**src/sv/lfu_pkg.sv**
```systemverilog
// ----------------------------------------------------------------------------
// lfu_pkg
// Shared types and constants for the LFU key/value cache.
// ----------------------------------------------------------------------------
package lfu_pkg;

  localparam int unsigned ENTRIES_DEF    = 16;
  localparam int unsigned COUNT_BITS_DEF = 16;
  localparam int unsigned DATA_W         = 32;
  localparam int unsigned CAP_W          = 5;

  localparam logic [CAP_W-1:0] CAPACITY_RESET = 5'd16;

  localparam logic CMD_GET = 1'b0;
  localparam logic CMD_PUT = 1'b1;

  typedef enum logic [1:0] {
    ST_IDLE,
    ST_SCAN,
    ST_DRAIN,
    ST_COMMIT
  } state_t;

  typedef struct packed {
    logic accept;
    logic scan;
    logic commit;
  } ctrl_cmd_t;

  typedef struct packed {
    logic scan_last;
    logic out_busy;
  } dp_status_t;

endpackage

```
**src/sv/lfu_ctrl.sv**
```systemverilog
// ----------------------------------------------------------------------------
// lfu_ctrl
// Sequencer: accept a request, scan all slots, drain the read, commit.
// ----------------------------------------------------------------------------
module lfu_ctrl (
  input  logic                clk,
  input  logic                rst,
  input  logic                in_valid,
  output logic                in_stall,
  input  lfu_pkg::dp_status_t status,
  output lfu_pkg::ctrl_cmd_t  cmd
);

  lfu_pkg::state_t state;
  lfu_pkg::state_t state_next;

  always_ff @(posedge clk) begin
    if (rst) begin
      state <= lfu_pkg::ST_IDLE;
    end else begin
      state <= state_next;
    end
  end

  always_comb begin
    state_next = state;
    cmd        = '0;
    in_stall   = 1'b1;
    unique case (state)
      lfu_pkg::ST_IDLE: begin
        in_stall = 1'b0;
        if (in_valid) begin
          cmd.accept = 1'b1;
          state_next = lfu_pkg::ST_SCAN;
        end
      end
      lfu_pkg::ST_SCAN: begin
        cmd.scan = 1'b1;
        if (status.scan_last) begin
          state_next = lfu_pkg::ST_DRAIN;
        end
      end
      lfu_pkg::ST_DRAIN: begin
        state_next = lfu_pkg::ST_COMMIT;
      end
      lfu_pkg::ST_COMMIT: begin
        if (!status.out_busy) begin
          cmd.commit = 1'b1;
          state_next = lfu_pkg::ST_IDLE;
        end
      end
      default: begin
        state_next = lfu_pkg::ST_IDLE;
      end
    endcase
  end

endmodule

```
**src/sv/lfu_dp.sv**
```systemverilog
// ----------------------------------------------------------------------------
// lfu_dp
// Slot memories, valid bits, scan accumulators and result register.
// ----------------------------------------------------------------------------
module lfu_dp #(
  parameter int unsigned ENTRIES    = lfu_pkg::ENTRIES_DEF,
  parameter int unsigned COUNT_BITS = lfu_pkg::COUNT_BITS_DEF
) (
  input  logic                              clk,
  input  logic                              rst,
  input  lfu_pkg::ctrl_cmd_t                cmd,
  output lfu_pkg::dp_status_t               status,
  input  logic                              cfg_write,
  input  logic [lfu_pkg::CAP_W-1:0]         cfg_data,
  input  logic                              command,
  input  logic signed [lfu_pkg::DATA_W-1:0] key,
  input  logic signed [lfu_pkg::DATA_W-1:0] value,
  output logic                              out_valid,
  input  logic                              out_stall,
  output logic                              hit,
  output logic signed [lfu_pkg::DATA_W-1:0] read_value,
  output logic                              evicted,
  output logic signed [lfu_pkg::DATA_W-1:0] evicted_key
);

  localparam int unsigned DW    = lfu_pkg::DATA_W;
  localparam int unsigned IDX_W = (ENTRIES > 1) ? $clog2(ENTRIES) : 1;
  localparam int unsigned NV_W  = $clog2(ENTRIES + 1);
  localparam int unsigned CMP_W = (NV_W > lfu_pkg::CAP_W) ? NV_W : lfu_pkg::CAP_W;

  logic [lfu_pkg::CAP_W-1:0] capacity;

  logic [DW-1:0]         key_mem   [ENTRIES];
  logic [DW-1:0]         value_mem [ENTRIES];
  logic [COUNT_BITS-1:0] count_mem [ENTRIES];
  logic [ENTRIES-1:0]    entry_valid;

  logic [DW-1:0]         key_q;
  logic [DW-1:0]         value_q;
  logic [COUNT_BITS-1:0] count_q;

  logic          req_cmd;
  logic [DW-1:0] req_key;
  logic [DW-1:0] req_value;

  logic [IDX_W-1:0] scan_addr;
  logic [IDX_W-1:0] rd_idx;
  logic             rd_pend;

  logic                  match_found;
  logic [IDX_W-1:0]      match_idx;
  logic [DW-1:0]         match_value;
  logic [COUNT_BITS-1:0] match_count;
  logic                  free_found;
  logic [IDX_W-1:0]      free_idx;
  logic                  vict_found;
  logic [IDX_W-1:0]      vict_idx;
  logic [DW-1:0]         vict_key;
  logic [COUNT_BITS-1:0] best;
  logic [NV_W-1:0]       nvalid;

  logic [CMP_W-1:0]      cap_ext;
  logic [CMP_W-1:0]      cap_eff;
  logic                  need_evict;
  logic                  do_evict;
  logic                  do_insert;
  logic [IDX_W-1:0]      wr_idx;
  logic [COUNT_BITS-1:0] bumped;

  assign status.scan_last = (scan_addr == IDX_W'(ENTRIES - 1));
  assign status.out_busy  = out_valid && out_stall;

  always_ff @(posedge clk) begin
    if (rst) begin
      capacity <= lfu_pkg::CAPACITY_RESET;
    end else if (cfg_write) begin
      capacity <= cfg_data;
    end
  end

  // capacity clamped to 1..ENTRIES
  always_comb begin
    cap_ext = CMP_W'(capacity);
    if (cap_ext == '0) begin
      cap_eff = CMP_W'(1);
    end else if (cap_ext > CMP_W'(ENTRIES)) begin
      cap_eff = CMP_W'(ENTRIES);
    end else begin
      cap_eff = cap_ext;
    end
  end

  assign need_evict = (CMP_W'(nvalid) >= cap_eff) && vict_found;
  assign do_insert  = (req_cmd == lfu_pkg::CMD_PUT) && !match_found;
  assign do_evict   = do_insert && need_evict;
  assign bumped     = (&match_count) ? match_count : match_count + COUNT_BITS'(1);

  always_comb begin
    if (match_found) begin
      wr_idx = match_idx;
    end else if (need_evict) begin
      wr_idx = vict_idx;
    end else begin
      wr_idx = free_idx;
    end
  end

  // request capture
  always_ff @(posedge clk) begin
    if (cmd.accept) begin
      req_cmd   <= command;
      req_key   <= key;
      req_value <= value;
    end
  end

  // slot memories: one read and one write address per cycle
  always_ff @(posedge clk) begin
    if (cmd.scan) begin
      key_q   <= key_mem[scan_addr];
      value_q <= value_mem[scan_addr];
      count_q <= count_mem[scan_addr];
    end
    if (cmd.commit) begin
      if (match_found) begin
        count_mem[wr_idx] <= bumped;
        if (req_cmd == lfu_pkg::CMD_PUT) begin
          value_mem[wr_idx] <= req_value;
        end
      end else if (do_insert) begin
        key_mem[wr_idx]   <= req_key;
        value_mem[wr_idx] <= req_value;
        count_mem[wr_idx] <= COUNT_BITS'(1);
      end
    end
  end

  always_ff @(posedge clk) begin
    if (rst) begin
      entry_valid <= '0;
    end else if (cmd.commit && do_insert) begin
      entry_valid[wr_idx] <= 1'b1;
    end
  end

  always_ff @(posedge clk) begin
    if (rst) begin
      rd_pend   <= 1'b0;
      scan_addr <= '0;
    end else begin
      rd_pend <= cmd.scan;
      if (cmd.accept) begin
        scan_addr <= '0;
      end else if (cmd.scan && !status.scan_last) begin
        scan_addr <= scan_addr + IDX_W'(1);
      end
    end
  end

  always_ff @(posedge clk) begin
    if (cmd.scan) begin
      rd_idx <= scan_addr;
    end
  end

  // scan accumulators: first match, first free slot, lowest-count victim
  always_ff @(posedge clk) begin
    if (cmd.accept) begin
      match_found <= 1'b0;
      free_found  <= 1'b0;
      vict_found  <= 1'b0;
      nvalid      <= '0;
    end else if (rd_pend) begin
      if (entry_valid[rd_idx]) begin
        nvalid <= nvalid + NV_W'(1);
        if (!match_found && key_q == req_key) begin
          match_found <= 1'b1;
          match_idx   <= rd_idx;
          match_value <= value_q;
          match_count <= count_q;
        end
        if (!vict_found || count_q < best) begin
          vict_found <= 1'b1;
          vict_idx   <= rd_idx;
          vict_key   <= key_q;
          best       <= count_q;
        end
      end else if (!free_found) begin
        free_found <= 1'b1;
        free_idx   <= rd_idx;
      end
    end
  end

  // result register
  always_ff @(posedge clk) begin
    if (rst) begin
      out_valid <= 1'b0;
    end else if (cmd.commit) begin
      out_valid <= 1'b1;
    end else if (out_valid && !out_stall) begin
      out_valid <= 1'b0;
    end
  end

  always_ff @(posedge clk) begin
    if (cmd.commit) begin
      hit     <= match_found;
      evicted <= do_evict;
      if (req_cmd == lfu_pkg::CMD_GET) begin
        read_value <= match_found ? match_value : '1;
      end else begin
        read_value <= '0;
      end
      evicted_key <= do_evict ? vict_key : '0;
    end
  end

endmodule

```
**src/sv/lfu_key_value_cache.sv**
```systemverilog
// ----------------------------------------------------------------------------
// lfu_key_value_cache
// Least-frequently-used key/value cache with a scanning controller.
// ----------------------------------------------------------------------------
// Input channel: in_valid/in_stall carry one request (command, key, value).
// Output channel: out_valid/out_stall carry one result per request
// (hit, read_value, evicted, evicted_key).
// Config: cfg_write loads cfg_data into the capacity register. The user
// must write it only while idle; the block itself does not enforce this.
// Each accepted request reads the slot memories one slot per cycle in the
// scan state, takes a drain state for the last read, then commits to the
// result register. The single memory read port forces this slot-by-slot
// scan. A new request is accepted in the cycle after commit, so no new
// request is taken while one is in flight. A finished result waits in the
// output register while the next request scans; commit waits only if that
// register is still stalled. Reset clears the valid bits and out_valid and
// sets capacity to 16; key, value and count memories are not cleared.
// ----------------------------------------------------------------------------
module lfu_key_value_cache #(
  parameter int unsigned ENTRIES    = lfu_pkg::ENTRIES_DEF,
  parameter int unsigned COUNT_BITS = lfu_pkg::COUNT_BITS_DEF
) (
  input  logic                              clk,
  input  logic                              rst,
  input  logic                              in_valid,
  output logic                              in_stall,
  input  logic                              command,
  input  logic signed [lfu_pkg::DATA_W-1:0] key,
  input  logic signed [lfu_pkg::DATA_W-1:0] value,
  output logic                              out_valid,
  input  logic                              out_stall,
  output logic                              hit,
  output logic signed [lfu_pkg::DATA_W-1:0] read_value,
  output logic                              evicted,
  output logic signed [lfu_pkg::DATA_W-1:0] evicted_key,
  input  logic                              cfg_write,
  input  logic [lfu_pkg::CAP_W-1:0]         cfg_data
);

  lfu_pkg::ctrl_cmd_t  cmd;
  lfu_pkg::dp_status_t status;

  lfu_ctrl u_ctrl (
    .clk      (clk),
    .rst      (rst),
    .in_valid (in_valid),
    .in_stall (in_stall),
    .status   (status),
    .cmd      (cmd)
  );

  lfu_dp #(
    .ENTRIES    (ENTRIES),
    .COUNT_BITS (COUNT_BITS)
  ) u_dp (
    .clk         (clk),
    .rst         (rst),
    .cmd         (cmd),
    .status      (status),
    .cfg_write   (cfg_write),
    .cfg_data    (cfg_data),
    .command     (command),
    .key         (key),
    .value       (value),
    .out_valid   (out_valid),
    .out_stall   (out_stall),
    .hit         (hit),
    .read_value  (read_value),
    .evicted     (evicted),
    .evicted_key (evicted_key)
  );

  a_busy_after_accept: assert property (@(posedge clk) disable iff (rst)
    (in_valid && !in_stall) |=> in_stall)
    else $error("request accepted while previous one in flight");

  a_commit_slot_free: assert property (@(posedge clk) disable iff (rst)
    cmd.commit |-> !(out_valid && out_stall))
    else $error("commit overwrote a stalled result");

  a_commit_shows: assert property (@(posedge clk) disable iff (rst)
    cmd.commit |=> out_valid)
    else $error("commit did not raise out_valid");

  a_evict_on_miss: assert property (@(posedge clk) disable iff (rst)
    (out_valid && evicted) |-> !hit)
    else $error("eviction reported on a hit");

  a_evict_key_zero: assert property (@(posedge clk) disable iff (rst)
    (out_valid && !evicted) |-> (evicted_key == '0))
    else $error("evicted_key nonzero without eviction");

endmodule
```
**config.mk**
```make
export PLATFORM = sky130hd
export DESIGN_NAME = lfu_key_value_cache
export DESIGN_NICKNAME = d
export VERILOG_FILES = /design/src/sv/lfu_pkg.sv /design/src/sv/lfu_ctrl.sv /design/src/sv/lfu_dp.sv /design/src/sv/lfu_key_value_cache.sv
export SDC_FILE = /design/constraint.sdc
export NUM_CORES = 2
export LEC_CHECK = 0
export BUFFER_PORTS_ARGS = -buffer_cell sky130_fd_sc_hd__buf_4
export CAP_MARGIN = 15
export CORE_MARGIN = 8
export CORE_UTILIZATION = 25
export DETAILED_ROUTE_END_ITERATION = 6
export GPL_TIMING_DRIVEN = 0
export HOLD_SLACK_MARGIN = 0.03
export PLACE_DENSITY = 0.49
export SYNTH_ARGS = -nofsm -noshare
export SYNTH_HDL_FRONTEND = slang
export SYNTH_SLANG_ARGS = --single-unit
```
**constraint.sdc**
```tcl
create_clock -name clk -period 9.65 [get_ports clk]
set_clock_uncertainty 0.2 [all_clocks]
set_input_delay 0.965 -clock clk [delete_from_list [all_inputs] [get_ports clk]]
set_output_delay 0.965 -clock clk [all_outputs]
set_load 0.02 [all_outputs]
```
## Word level (Yosys, flattened, before mapping)

Memories as Yosys holds them, arrays and structs flattened. A register that Yosys moved wholly into a read port is not among the register bits.
Index checks and enable logic that the tools add are counted.

- Flip-flop bits (word level): 280
- RAM bits: 1280
- Input bits: 75
- Output and inout port bits: 68
- Logic and storage cells: 113
- Memories: 3

Memory list:

| memory | words | width | read ports | clocked after Yosys merged registers in | write ports | RTL line | source |
|---|---|---|---|---|---|---|---|
| u_dp.key_mem | 16 | 32 | 1 | 1 | 1 | lfu_dp.sv:33 | `logic [DW-1:0] key_mem [ENTRIES];` |
| u_dp.value_mem | 16 | 32 | 1 | 1 | 1 | lfu_dp.sv:34 | `logic [DW-1:0] value_mem [ENTRIES];` |
| u_dp.count_mem | 16 | 16 | 1 | 1 | 1 | lfu_dp.sv:35 | `logic [COUNT_BITS-1:0] count_mem [ENTRIES];` |

- Add/sub/neg operators: 3
- Magnitude comparators: 6
- Equality and inequality tests: 8
- Muxes and demuxes: 35
- Bitwise operators: 6
- Reduce and logical (&&, ||, !) cells: 27

Operator list:

| cell | count |
|---|---|
| 32-bit 2-to-1 mux | 2 |
| 32-bit equality test | 1 |
| 16-bit 2-to-1 mux | 2 |
| 1-bit 2-to-1 mux | 21 |
| 16-bit by 1-bit adder with 16-bit output (second input constant) | 1 |
| 16-bit < comparator | 1 |
| 16-bit OR | 1 |
| 16-bit AND reduction | 1 |
| 4-bit AND reduction | 3 |
| 4-bit by 5-bit < comparator with 1-bit output (second input constant) | 2 |
| 5-bit 2-to-1 mux | 2 |
| 1-bit logical AND | 9 |
| 3-bit AND reduction | 3 |
| 4-bit 2-to-1 mux | 2 |
| 2-bit one-hot mux with 4 select lines | 1 |
| 2-bit 2-to-1 mux | 3 |
| 5-bit by 1-bit adder with 5-bit output (second input constant) | 1 |
| 5-bit greater-or-equal comparator | 1 |
| 5-bit > comparator (second input constant) | 1 |
| 5-bit zero test | 1 |
| 4-bit by 1-bit adder with 4-bit output (second input constant) | 1 |
| 1-bit binary-select mux with 4-bit select | 1 |
| 1-bit demux with 4-bit select | 1 |
| 2-bit equality test (second input constant) | 2 |
| 13 further kinds | 21 |

## Depth between registers and ports, before layout

- Word-level depth: 12
- Depth in mapped cells: 12
- Gate-level depth less buffers: 10

## By module

From an unflattened synthesis, not the netlist that was laid out.

- Cell total of the unflattened synthesis: 2657
- Area, all modules: 61562.8 um2

By module, submodules not included:

| module | instances | cells each | area an instance (um2) | seq. area each (um2) |
|---|---|---|---|---|
| lfu_dp | 1 | 2636 | 61372.6 | 48836.8 |
| lfu_ctrl | 1 | 21 | 190.2 | 40.0 |

## Worst setup path before layout

OpenSTA, ideal clock, no wires.

- Path type: input to register
- Start point: input out_stall
- End point: memory u_dp.key_mem[0][0] in the netlist's numbering, enable pin
- Setup time: 0.461 ns
- Data arrival time: 7.432 ns
- Data required time: 8.989 ns
- Path slack: 1.557 ns
- Stages: 5
- Path buffers: 1
- Cells stage by stage: a21boi_1 -> and3_1 -> clkbuf_1 -> nand2_1 -> nor3_1

- Cells in the longest elaborated chain, start to end: 5

RTL lines:

| what | RTL line | source |
|---|---|---|
| start: declaration | lfu_key_value_cache.sv:31 | `input logic out_stall,` |
| 1-bit logical AND | lfu_dp.sv:71 | `assign status.out_busy = out_valid && out_stall;` |
| 1-bit 2-to-1 mux | lfu_ctrl.sv:47 | `if (!status.out_busy) begin` |
| 1-bit 2-to-1 mux | lfu_ctrl.sv:29 | `unique case (state)` |
| 1-bit 2-to-1 mux | lfu_dp.sv:124 | `if (cmd.commit) begin` |
| 1-bit 2-to-1 mux (implied by the code) | lfu_dp.sv:131 | `key_mem[wr_idx] <= req_key;` |
| end: declaration | lfu_dp.sv:33 |  |

Every way passes these cells.

## Worst setup path in the final report

- Start point: register u_dp.capacity (netlist bit u_dp.cap_ext[3])
- End point: memory u_dp.value_mem[5][25] in the netlist's numbering, enable pin

- Cells in the longest elaborated chain, start to end: 7
- Elaborated cells between the ends (all ways): 8
- Those cells by class: order compare (2); mux (4); reduce/logical (2)

RTL lines:

| what | RTL line | source |
|---|---|---|
| start: declaration | lfu_dp.sv:31 | `logic [lfu_pkg::CAP_W-1:0] capacity;` |
| start signal: assignment | lfu_dp.sv:75 | `capacity <= lfu_pkg::CAPACITY_RESET;` |
| start signal: assignment | lfu_dp.sv:77 | `capacity <= cfg_data;` |
| 5-bit > comparator | lfu_dp.sv:86 | `end else if (cap_ext > CMP_W'(ENTRIES)) begin` |
| 5-bit 2-to-1 mux | lfu_dp.sv:86 |  |
| 5-bit 2-to-1 mux * | lfu_dp.sv:84 | `if (cap_ext == '0) begin` |
| 5-bit greater-or-equal comparator * | lfu_dp.sv:93 | `assign need_evict = (CMP_W'(nvalid) >= cap_eff) && vict_found;` |
| 1-bit logical AND * | lfu_dp.sv:93 |  |
| 4-bit 2-to-1 mux * | lfu_dp.sv:101 | `end else if (need_evict) begin` |
| 4-bit 2-to-1 mux * | lfu_dp.sv:99 | `if (match_found) begin` |
| end: declaration | lfu_dp.sv:34 |  |

Every way passes the cells marked *; elsewhere a longest branch is shown, timed or not.

==> impl_results.md <==
* Clock Tree Buf Depth at 3
* Yosys top cell area share at 0.783
* Vias in the first global route at 30.3k
* P&R area growth vs syn at 20.7%
* Ys async rst share at 0
* CTS tree: done
* Vias at 28.6k
* Antenna-violating nets left at 0
* # IOs at 143
* Initial cell density of the core at 0.251
* Worst Path Max Fanout at 8
* Htree depth at 4
* Setup Buffers After CTS at 0
* Post-synth top cells: edfxtp_1 (1603), mux4_2 (401), clkbuf_1 (71)
* Critical path capture point type: flop
* R2r startpoint: u_dp.cap_ext[3]$_SDFFE_PP0P_
* P per Cell Area at 231 mW/mm^2
* Worst path most repeated cell: buf_6
* Library cells used by synthesis at 52
* Maximum VDD drop at 0.142 mV
* Root Buffer: clkbuf_16
* Most common cell in the netlist: edfxtp_1
* R2R Setup Slk at 4.64 ns
* Met2 Use GR at 0.214
* Post-Syn Area per Cell at 23.2 sq um
* Reg2Reg Capture Point: u_dp.value_mem[5][25]$_DFFE_PP_
* Startpoint Class: flop
* Mapped cell area at 0.0615 sq mm
* Cts hold-fix bufs at 0
* Num CTS Buffers at 157
* Main synth FF type: edfxtp_1
* PnR worst setup slack at 4.64 ns
* # resized after CTS at 0
* CTS clock-pin slew for the worst setup and hold paths at 0.06 ns
* Cell accounting for the most synthesized area: edfxtp_1
* Total power at 0.0172 W
* Final core utilization at 0.303
* Max incr delay on CP at 0.55 ns
* Worst-Margin Slew at 1.28 ns
* Post-synth EDFFs at 1603
* Worst r2r path cells at 15
* Core region area at 0.245 sq mm
* GRT Util Overall at 0.121
* Warning count from the yosys run at 0
* Gpl congestion at 0.746
* Via density at 4.42
* P_leak at 22.8 nW
* Sink Count at 1640
* CP Data Required Time at 9.93 ns
* Met3 Track Usage GR at 0.0194
* Crit. Startpoint: u_dp.cap_ext[3]$_SDFFE_PP0P_
* Net Count, Synth at 2752
* Crit path to: u_dp.value_mem[5][25]$_DFFE_PP_
* Run status: finished, final reports clean
* Flip-flop and latch count after synthesis at 1640
* Placed instance count at 6178
* Pre-CTS WS at 4.48 ns
* Tcrit/Tclk final at 0.520
* First-pass GRT wire length at 231 mm
* Initial antenna violation count at 7
* # Max-Cap Violations at 0
* Final min period at 5.01 ns
* Hold Crit Class: in2reg
* Non-Filler Instances at 6471
* Mapped Cells at 2649
* Routed WL at 163 mm
* Fillers at 23.4k
* Worst slew margin at 0.146
* WP data arrival at 5.30 ns
* Pins Over Slew Limit at 0
* Buffers on Ports at 141
* Die width at 512 um
* # setup viols final at 0
* Die Area at 0.262 sq mm
* GRT Residual Overflow at 0
* Share of post-route cells with drive strength above 1 at 0.318
* Fin. Hold Viols at 0
* Ranking of synthesized cells by area: edfxtp_1 (78%), mux4_2 (15%), dfxtp_1 (1.2%)
* Crit Path Category: reg2reg
* Register area share after synthesis at 0.795
* Post-DP HPWL at 109 mm
* DRT iter0 DRCs at 2527
* Crit-path cells: nor3_1 -> nor2_1 -> nor2_1 -> ha_1 -> nand2b_1 -> a31oi_1 -> o21ai_2 -> mux2i_1 -> a21oi_1 -> buf_4 -> nor3_2 -> buf_6 -> buf_6 -> buf_6 -> buf_6
* Largest net degree at the start of global routing at 40
* Max Clock Freq at 0.199 GHz
* Nets at 3225
* Worst path slowest cell: a31oi_1
* Routed WL per cell at 25.2 um
* Row cnt at 182
* Post-route DRC at 0
* GR met1 Demand/Resource at 0.154
* Setup TNS at 0 ns
* Die H at 512 um
* Detailed Routing Iterations Pass 1 at 5
* Top Usage Layer GRT: met2
* RSZ-0062 raised after global routing: no
* Clk_lat worst skew at 0.81 ns
==> per-layer routing <==
layer  share of wire  wire (um)
met2            0.51      83900
met1            0.41      67300
met3           0.047       7710
met5         0.00014         23
met4           0.026       4310
==> where the power goes <==
group | switching [W] | internal, W
logic | 0.00119 | 0.00101
registers | 0.000417 | 0.00848
clock network | 0.00269 | 0.00337
==> stage by stage <==
step,area [sq um],hold WS (ns)
global route,74200,0.0864
finish,74200,0.138
floorplan,61500,0.200
detailed placement,69200,0.205
CTS,74200,0.0699
global placement,66600,0.202
==> layout make-up <==
class                      count  area [sq um]  area share
timing repair buffer         314          3390      0.0457
clock inverter                85           810      0.0109
multi-input combinational    832         12200       0.165
sequential                  1640         48900       0.658
clock buffer                 200          4170      0.0562
antenna                        3          7.51    0.000101
inverter                      62           233     0.00313
buffer                       115           483     0.00651
tap                         3220          4030      0.0543
==> worst max-delay path: cells and delay by family, from the launching register on <==
family,cells,cell delay [ns]
buffers and inverters,5,1.00
muxes,1,0.47
and+or+nand+nor,5,1.16
adders and majority gates,1,0.30
DFF,1,0.39
AOI/OAI and AO/OA,3,1.16
==> registers in the layout, indices dropped and copies added, names as in the netlist, 32 cells and up <==
name,count
u_dp.read_value,32
u_dp.key_mem,512
u_dp.req_value,32
u_dp.value_q,32
u_dp.count_mem,256
u_dp.value_mem,512
u_dp.key_q,32
u_dp.evicted_key,32
u_dp.req_key,32
u_dp.match_value,32
u_dp.vict_key,32
==> placed cells by master (no fill, tap or decap), drive strengths merged, types with 3 or more instances in the layout <==
cell type and instances:
ha 28, mux2i 15, a21o 7, o21a 3, dfxtp 37, nor2 60
bufinv 11, inv 67, a311oi 3, diode 3, xnor2 26, mux4 405
nor3 46, a211oi 3, clkinv 65, mux2 3, and2 36, o2bb2ai 14
and3 4, nor4 6, o21ai 13, buf 358, xor2 23, clkinvlp 4
edfxtp 1603, nand3 13, a31oi 3, nand4 11, nand2b 6, clkbuf 271
nand2 31, a21oi 46, o211ai 8
==> cell families (layout without fill, tap and decap cells) <==
group,count (synthesis),after routing,synth area share
compound gates,108,108,0.0114
xor+xnor,49,49,0.00698
fa+ha+maj,28,28,0.00570
buf+inv,177,776,0.0116
flops,1640,1640,0.795
mux,423,423,0.152
other cells,0,3,0
simple gates,224,224,0.0182
==> how the worst min path moves through the flow <==
| stage | startpoint | end | slack (ns) | depth (start not counted) |
|---|---|---|---|---|
| final | key[20] | u_dp.req_key[20]$_DFFE_PP_ | 0.14 | 1 |
| after global placement | u_dp.value_q[28]$_DFFE_PP_ | u_dp.match_value[28]$_DFFE_PP_ | 0.20 | 0 |
| after detailed placement | u_dp.value_q[23]$_DFFE_PP_ | u_dp.match_value[23]$_DFFE_PP_ | 0.20 | 0 |
| after global routing | key[20] | u_dp.req_key[20]$_DFFE_PP_ | 0.09 | 1 |
| after CTS | key[15] | u_dp.req_key[15]$_DFFE_PP_ | 0.07 | 1 |
| after floorplan | u_dp.value_q[0]$_DFFE_PP_ | u_dp.match_value[0]$_DFFE_PP_ | 0.20 | 0 |
Power figures use the tool's default switching activity.
